`config.mk`:
```
export PLATFORM = sky130hd
export DESIGN_NAME = modular_inverse_ext_euclid
export DESIGN_NICKNAME = d
export VERILOG_FILES = /design/src/mie_pkg.sv /design/src/modular_inverse_ext_euclid.sv
export SDC_FILE = /design/constraint.sdc
export NUM_CORES = 1
export LEC_CHECK = 0
export BUFFER_PORTS_ARGS = -buffer_cell sky130_fd_sc_hd__buf_2
export CAP_MARGIN = 15
export CORE_MARGIN = 1.5
export CORE_UTILIZATION = 68
export CTS_CLUSTER_SIZE = 30
export DETAILED_ROUTE_END_ITERATION = 16
export MAX_ROUTING_LAYER = met4
export PLACE_DENSITY = 0.87
export SLEW_MARGIN = 20
export SYNTH_ARGS = -nofsm -noshare
export SYNTH_HDL_FRONTEND = slang
export SYNTH_SLANG_ARGS = --single-unit
export TNS_END_PERCENT = 5
```
`constraint.sdc`:
```
create_clock -name clk -period 12.1 [get_ports clk]
set_input_delay 2.42 -clock clk [delete_from_list [all_inputs] [get_ports clk]]
set_output_delay 2.42 -clock clk [all_outputs]
set_load 0.03 [all_outputs]
```
`src/mie_pkg.sv`:
```
// Package for the extended Euclidean modular inverse block.
// Holds the sequencer state type; no dependencies.
package mie_pkg;

  // Sequencer states
  typedef enum logic [2:0] {
    ST_IDLE,
    ST_CHECK,
    ST_DIV,
    ST_UPDATE,
    ST_FINAL
  } state_t;

endpackage

```
`src/modular_inverse_ext_euclid.sv`:
```
// Modular inverse by extended Euclid with one shared divide step; depends on mie_pkg.
// Sequence per Euclid iteration: check, divide steps, update; then the result loads;
//   at most 45 iterations for 32-bit operands.
// One request at a time; the restoring divider takes one quotient bit a cycle;
//   in_ready returns in the cycle after the result loads, even while it waits to be read.
// Reset: synchronous active-low rst_n returns the sequencer to idle, output empty.
module modular_inverse_ext_euclid #(
  parameter int WIDTH = 32
) (
  input  logic        clk,
  input  logic        rst_n,
  input  logic        in_valid,
  output logic        in_ready,
  input  logic [31:0] in_operand_a,
  input  logic [31:0] in_operand_b,
  output logic        out_valid,
  input  logic        out_ready,
  output logic [31:0] out_inverse
);

  localparam int CNT_W = $clog2(WIDTH);

  mie_pkg::state_t state_r, state_nxt;

  logic [WIDTH-1:0] m_r, m_nxt;
  logic [WIDTH-1:0] r0_r, r0_nxt;
  logic [WIDTH-1:0] r1_r, r1_nxt;
  logic [WIDTH:0]   c0_r, c0_nxt;
  logic             c0_neg_r, c0_neg_nxt;
  logic [WIDTH:0]   c1_r, c1_nxt;
  logic             c1_neg_r, c1_neg_nxt;
  logic [WIDTH-1:0] rem_r, rem_nxt;
  logic [WIDTH-1:0] dvd_r, dvd_nxt;
  logic [WIDTH:0]   acc_r, acc_nxt;
  logic [CNT_W-1:0] cnt_r, cnt_nxt;
  logic             out_valid_r, out_valid_nxt;
  logic [31:0]      out_inverse_r, out_inverse_nxt;

  logic [WIDTH-1:0] op_a, op_b;
  logic [WIDTH:0]   trial;
  logic             q_bit;
  logic [WIDTH-1:0] result_w;
  logic             accept;
  logic             load_out;
  logic             last_bit;

  // Operands brought to WIDTH bits
  assign op_a = WIDTH'({32'b0, in_operand_a});
  assign op_b = WIDTH'({32'b0, in_operand_b});

  assign accept   = in_valid && in_ready;
  assign last_bit = (cnt_r == CNT_W'(WIDTH - 1));

  // Shared divide step: shift in next dividend bit, trial subtract
  assign trial = {rem_r, dvd_r[WIDTH-1]} - {1'b0, r1_r};
  assign q_bit = ~trial[WIDTH];

  // Reduce a negative coefficient into 0..m-1
  assign result_w = (c0_neg_r && (c0_r != '0)) ? (m_r - c0_r[WIDTH-1:0]) : c0_r[WIDTH-1:0];

  // Next state
  always_comb begin
    state_nxt = state_r;
    case (state_r)
      mie_pkg::ST_IDLE: begin
        if (in_valid) state_nxt = mie_pkg::ST_CHECK;
      end
      mie_pkg::ST_CHECK: begin
        state_nxt = (r1_r == '0) ? mie_pkg::ST_FINAL : mie_pkg::ST_DIV;
      end
      mie_pkg::ST_DIV: begin
        if (last_bit) state_nxt = mie_pkg::ST_UPDATE;
      end
      mie_pkg::ST_UPDATE: begin
        state_nxt = mie_pkg::ST_CHECK;
      end
      mie_pkg::ST_FINAL: begin
        if (!out_valid_r || out_ready) state_nxt = mie_pkg::ST_IDLE;
      end
      default: state_nxt = mie_pkg::ST_IDLE;
    endcase
  end

  // Control outputs
  always_comb begin
    in_ready = 1'b0;
    load_out = 1'b0;
    case (state_r)
      mie_pkg::ST_IDLE:  in_ready = 1'b1;
      mie_pkg::ST_FINAL: load_out = !out_valid_r || out_ready;
      default: begin
        in_ready = 1'b0;
        load_out = 1'b0;
      end
    endcase
  end

  // Datapath
  always_comb begin
    m_nxt           = m_r;
    r0_nxt          = r0_r;
    r1_nxt          = r1_r;
    c0_nxt          = c0_r;
    c0_neg_nxt      = c0_neg_r;
    c1_nxt          = c1_r;
    c1_neg_nxt      = c1_neg_r;
    rem_nxt         = rem_r;
    dvd_nxt         = dvd_r;
    acc_nxt         = acc_r;
    cnt_nxt         = cnt_r;
    out_inverse_nxt = out_inverse_r;
    out_valid_nxt   = out_valid_r && !out_ready;

    // Load request, larger operand becomes the modulus
    if (accept) begin
      if (op_a < op_b) begin
        m_nxt  = op_b;
        r0_nxt = op_b;
        r1_nxt = op_a;
      end else begin
        m_nxt  = op_a;
        r0_nxt = op_a;
        r1_nxt = op_b;
      end
      c0_nxt     = '0;
      c0_neg_nxt = 1'b0;
      c1_nxt     = (WIDTH+1)'(1);
      c1_neg_nxt = 1'b0;
    end

    case (state_r)
      mie_pkg::ST_CHECK: begin
        rem_nxt = '0;
        dvd_nxt = r0_r;
        acc_nxt = '0;
        cnt_nxt = '0;
      end
      // One quotient bit a cycle; acc builds q * c1 MSB first
      mie_pkg::ST_DIV: begin
        rem_nxt = q_bit ? trial[WIDTH-1:0] : {rem_r[WIDTH-2:0], dvd_r[WIDTH-1]};
        dvd_nxt = {dvd_r[WIDTH-2:0], 1'b0};
        acc_nxt = {acc_r[WIDTH-1:0], 1'b0} + (q_bit ? c1_r : '0);
        cnt_nxt = cnt_r + CNT_W'(1);
      end
      // Rotate remainders and coefficients; signs alternate
      mie_pkg::ST_UPDATE: begin
        r0_nxt     = r1_r;
        r1_nxt     = rem_r;
        c0_nxt     = c1_r;
        c0_neg_nxt = c1_neg_r;
        c1_nxt     = c0_r + acc_r;
        c1_neg_nxt = !c1_neg_r;
      end
      default: begin
      end
    endcase

    if (load_out) begin
      out_inverse_nxt = 32'(64'(result_w));
      out_valid_nxt   = 1'b1;
    end
  end

  always_ff @(posedge clk) begin
    if (!rst_n) begin
      state_r     <= mie_pkg::ST_IDLE;
      out_valid_r <= 1'b0;
    end else begin
      state_r     <= state_nxt;
      out_valid_r <= out_valid_nxt;
    end
  end

  always_ff @(posedge clk) begin
    m_r           <= m_nxt;
    r0_r          <= r0_nxt;
    r1_r          <= r1_nxt;
    c0_r          <= c0_nxt;
    c0_neg_r      <= c0_neg_nxt;
    c1_r          <= c1_nxt;
    c1_neg_r      <= c1_neg_nxt;
    rem_r         <= rem_nxt;
    dvd_r         <= dvd_nxt;
    acc_r         <= acc_nxt;
    cnt_r         <= cnt_nxt;
    out_inverse_r <= out_inverse_nxt;
  end

  assign out_valid   = out_valid_r;
  assign out_inverse = out_inverse_r;

  // Checks
  a_accept_to_check: assert property (@(posedge clk) disable iff (!rst_n)
    accept |=> state_r == mie_pkg::ST_CHECK)
    else $error("accepted request did not start the sequencer");

  a_rem_below_divisor: assert property (@(posedge clk) disable iff (!rst_n)
    state_r == mie_pkg::ST_DIV |-> rem_r < r1_r)
    else $error("partial remainder not below divisor");

  a_div_length: assert property (@(posedge clk) disable iff (!rst_n)
    state_r == mie_pkg::ST_DIV && last_bit |=> state_r == mie_pkg::ST_UPDATE)
    else $error("divide pass did not end after WIDTH steps");

  a_coef_bounded: assert property (@(posedge clk) disable iff (!rst_n)
    state_r == mie_pkg::ST_FINAL |-> c0_r <= {1'b0, m_r})
    else $error("final coefficient exceeds modulus");

endmodule

```
==> summary.md <==
| Metric | Value |
|---|---|
| Synth top area share | `0.442` |
| CP Launch Point | `dvd_r[31]$_DFFE_PP_` |
| Most common cell in the synthesized netlist | `edfxtp_1` |
| Drt via density | `around 6.4` |
| Slew Limit Fails | `0` |
| Met3 Use GR | `0.0519` |
| DRT antenna net count | `0` |
| Unique masters post-synth | `72` |
| FMAX | `around 0.15 GHz` |
| Maximum clock path buffer count | `3` |
| Critical path buffers and inverters | `1` |
| First-pass GRT wire length | `81900 µm` |
| WP depth | `22` |
| Grt ovf | `0` |
| Sequential share of power | `0.391` |
| Part of the power in combinational logic | `0.327` |
| Cells after Synth | `just over 2000` |
| Arrival time worst endpoint | `7.00 ns` |
| Syn nets | `2253` |
| Clk Latency, worst-skew pair | `0.52 ns` |
| Largest net degree at the start of global routing | `99` |
| Layout area overhead | `9.66%` |
| Routed WL per cell | `just over 20 µm` |
| Sw Ratio | `0.338` |
| Peak supply drop | `between 0.0001 and 0.00015 V` |
| Core ar. | `29500 µm²` |
| Run status | `finished clean` |
| CP Cell Sequence | `inv_1, ha_1, fa_1, nor2b_1, o2111a_1, nor3_1, a211o_1, a21o_1, a21oi_2, o21ai_0, nand3_2, and2_1, ha_1, a211oi_1, o21ai_0, nor3b_1, o2111ai_1, and2_1, a31o_2, mux2i_1, nand4_1, mux2i_1` |
| Final #Nets | `between 2000 and 2500` |
| Final instance area | `~22000 µm²` |
| H-tree depth | `2` |
| Synthesized flop and latch total | `around 300` |
| HPWL Detailed | `about 37000 µm` |
| Clock sinks | `302` |
| Post-synth EDFFs | `about 300` |
| CTS Root Buffer Type | `clkbuf_16` |
| Worst R2R Setup Slack | `roughly 5.4 ns` |
| Fill cell count | `approximately 2000` |
| Sw Pwr | `0.00122 W` |
| Crit path required time | `approximately 12 ns` |
| Max incr delay on CP | `just over 0.7 ns` |
| Yosys top cell by area | `edfxtp_1` |
| DP Area | `between 20000 and 25000 µm²` |
| Asr flop ratio synth | `0` |
| Worst setup EP type | `register` |
| Die span in y | `between 150 and 200 µm` |
| Sum of negative setup slack | `0 ns` |
| Synth Flop Type | `edfxtp_1` |
| Worst Clk Skew | `0.0337 ns` |
| RR Startpoint | `dvd_r[31]$_DFFE_PP_` |
| Cell Pwr Density | `about 160 nW/µm²` |
| Reg2Reg Capture Point | `acc_r[32]$_SDFFCE_PN0P_` |
| Initial antenna violation count | `0` |
| Initial DRC count | `roughly 1800` |
| Row cnt | `63` |
| Synthesized area per cell | `~10 µm²` |
| Worst Hold Class | `reg2reg` |
| # DRC | `0` |
| Synth warnings | `0` |
| Slowest CP cell | `nand3_2` |
| Met1 Resource Use GR | `0.460` |
| Hold buffers post-CTS | `0` |
| Post-Syn Area | `20300 µm²` |
| Diodes inserted | `0` |
| CTS buffer count | `34` |
| Worst-Margin Slew | `approximately 1 ns` |
| Post-Route WL | `51600 µm` |
| GRT Overall Usage | `0.349` |
| Starting density of the core | `0.687` |
| Hold WS | `~0.51 ns` |
| Final period utilization | `0.555` |
| Max cap viols | `0` |
| Total Die Area | `30800 µm²` |
| Max_slew headroom | `0.317` |
| Most frequent cells after synthesis | `edfxtp_1, nand2_1, ha_1` |
| Register area share after synthesis | `0.446` |
| Final Hold Viols | `0` |
| CTS clock-pin slew for the worst setup and hold paths | `around 0.060 ns` |
| Post-cts resize count | `0` |
| RSZ-0062 raised after global routing | `no` |
| Internal power | `0.00239 W` |
| DRT Pass-1 Iters | `6` |
| Leakage power | `9.33 nW` |
| R2r worst-path depth | `22` |
| Vias | `about 16000` |
| Top cells by area, synth | `edfxtp_1, ha_1, nand2_1` |
| CP Launch Type | `register` |
| Min Clock Period, post-route | `around 6.7 ns` |
| Clock share of power | `0.282` |
| Number of global-route vias before repair | `15900` |
| Finish-stage setup viols | `0` |
| # Post-CTS Setup Buffers | `0` |
| Max FO, Critical Path | `36` |
| RePlAce Congestion | `approximately 0.99` |
| Layout cells sized above 1 | `0.118` |
| Setup CP Type | `reg2reg` |
| CP endpoint | `acc_r[32]$_SDFFCE_PN0P_` |
| Port bufs | `between 100 and 150` |
| GRT busiest layer | `met2` |
| Num ports | `approximately 100` |
| Chip width | `between 150 and 200 µm` |
| CP delay by family, top | `compound AO/OA/AOI/OAI gates` |
| TritonCTS clock tree | `built` |
| Met2 Use GR | `0.534` |
[flip-flops by register name, summed over array words and instances, names as in the netlist]
| register | count |
|---|---|
| dvd_r | 32 |
| r1_r | 32 |
| cnt_r | 5 |
| state_r | 3 |
| out_valid | 1 |
| c0_neg_r | 1 |
| c1_neg_r | 1 |
| rem_r | 32 |
| r0_r | 32 |
| c0_r | 33 |
| c1_r | 33 |
| out_inverse | 32 |
| m_r | 32 |
| acc_r | 33 |
[metal layers]
metal,wire (µm),vias to the layer above
met5,0,-
met4,2450,0
met3,4260,138
met2,23400,766
met1,21500,7754
li1,-,7576
[stage by stage]
step | power (W) | util | instances | setup WS (ns)
after CTS | 0.00358 | 0.752 | 2517 | 5.60
after detailed placement | 0.00257 | 0.716 | 2458 | 5.65
after global placement | 0.00252 | 0.716 | 2458 | 5.79
final | 0.00361 | 0.753 | 2519 | 5.39
after floorplan | 0.00229 | - | 2022 | 5.87
after global routing | 0.00377 | 0.753 | 2519 | 5.03
[kinds of logic (layout without fill, tap and decap cells)]
family | count (synthesis) | in the layout | share of synthesized area
mux | 124 | 124 | 0.0655
xor+xnor | 85 | 85 | 0.0368
compound gates | 470 | 470 | 0.149
flops | 302 | 302 | 0.446
simple gates | 684 | 684 | 0.163
fa+ha+maj | 163 | 163 | 0.102
buf+inv | 194 | 301 | 0.0379
[area by class of cell]
class | count | area, µm² | area share
clock buffers | 45 | 923 | 0.0416
clock inverters | 14 | 143 | 0.00642
inverters | 126 | 473 | 0.0213
multi-input cells | 1526 | 10500 | 0.474
flip-flops and latches | 302 | 9030 | 0.406
well taps | 390 | 488 | 0.0220
repair buffers | 116 | 636 | 0.0286
[power groups by stage]
stage / Clock [W] / Combinational, W / Sequential [W]
2_1_floorplan: 0 / 0.000893 / 0.00140
3_3_place_gp: 0 / 0.00110 / 0.00142
3_5_place_dp: 0 / 0.00114 / 0.00143
4_1_cts: 0.00102 / 0.00116 / 0.00141
5_1_grt: 0.00106 / 0.00130 / 0.00142
6_report: 0.00102 / 0.00118 / 0.00141
[placed cells by master (no fill, tap or decap), types with 9 or more instances in the layout]
master | netlist | final
a211oi_1 | 14 | 14
a21o_1 | 61 | 61
a21oi_1 | 109 | 107
a31oi_1 | 12 | 12
and2_1 | 78 | 78
and3_1 | 17 | 17
buf_2 | 4 | 101
buf_4 | 3 | 13
clkbuf_1 | 47 | 9
clkbuf_16 | 0 | 35
edfxtp_1 | 298 | 298
ha_1 | 159 | 159
inv_1 | 126 | 126
mux2_2 | 67 | 67
mux2i_1 | 56 | 56
nand2_1 | 262 | 262
nand2b_1 | 22 | 22
nand3_1 | 25 | 25
nand4_1 | 28 | 28
nor2_1 | 127 | 127
nor2b_1 | 14 | 14
nor3_1 | 33 | 33
nor4_1 | 24 | 24
o21a_1 | 34 | 34
o21ai_0 | 130 | 130
o21bai_1 | 14 | 14
o31ai_1 | 17 | 16
or3_1 | 14 | 14
xnor2_1 | 50 | 50
xor2_1 | 35 | 35
[tightest hold or removal path: cells and delay by family (launching register included)]
kind	cells	cell delay (ns)
flip-flops	1	0.32
AND/OR/NAND/NOR	2	0.10
[how the worst min path moves through the flow]
stage,start,end,slack [ns],depth (start not counted)
after floorplan,dvd_r[9]$_DFFE_PP_,dvd_r[10]$_DFFE_PP_,0.48,2
after global placement,dvd_r[20]$_DFFE_PP_,dvd_r[21]$_DFFE_PP_,0.49,2
after detailed placement,r0_r[30]$_DFFE_PP_,dvd_r[30]$_DFFE_PP_,0.50,2
after CTS,r0_r[30]$_DFFE_PP_,dvd_r[30]$_DFFE_PP_,0.51,2
after global routing,r0_r[28]$_DFFE_PP_,dvd_r[28]$_DFFE_PP_,0.54,2
final,dvd_r[12]$_DFFE_PP_,dvd_r[13]$_DFFE_PP_,0.51,2
Note: power is estimated with default switching activity, not from simulation.
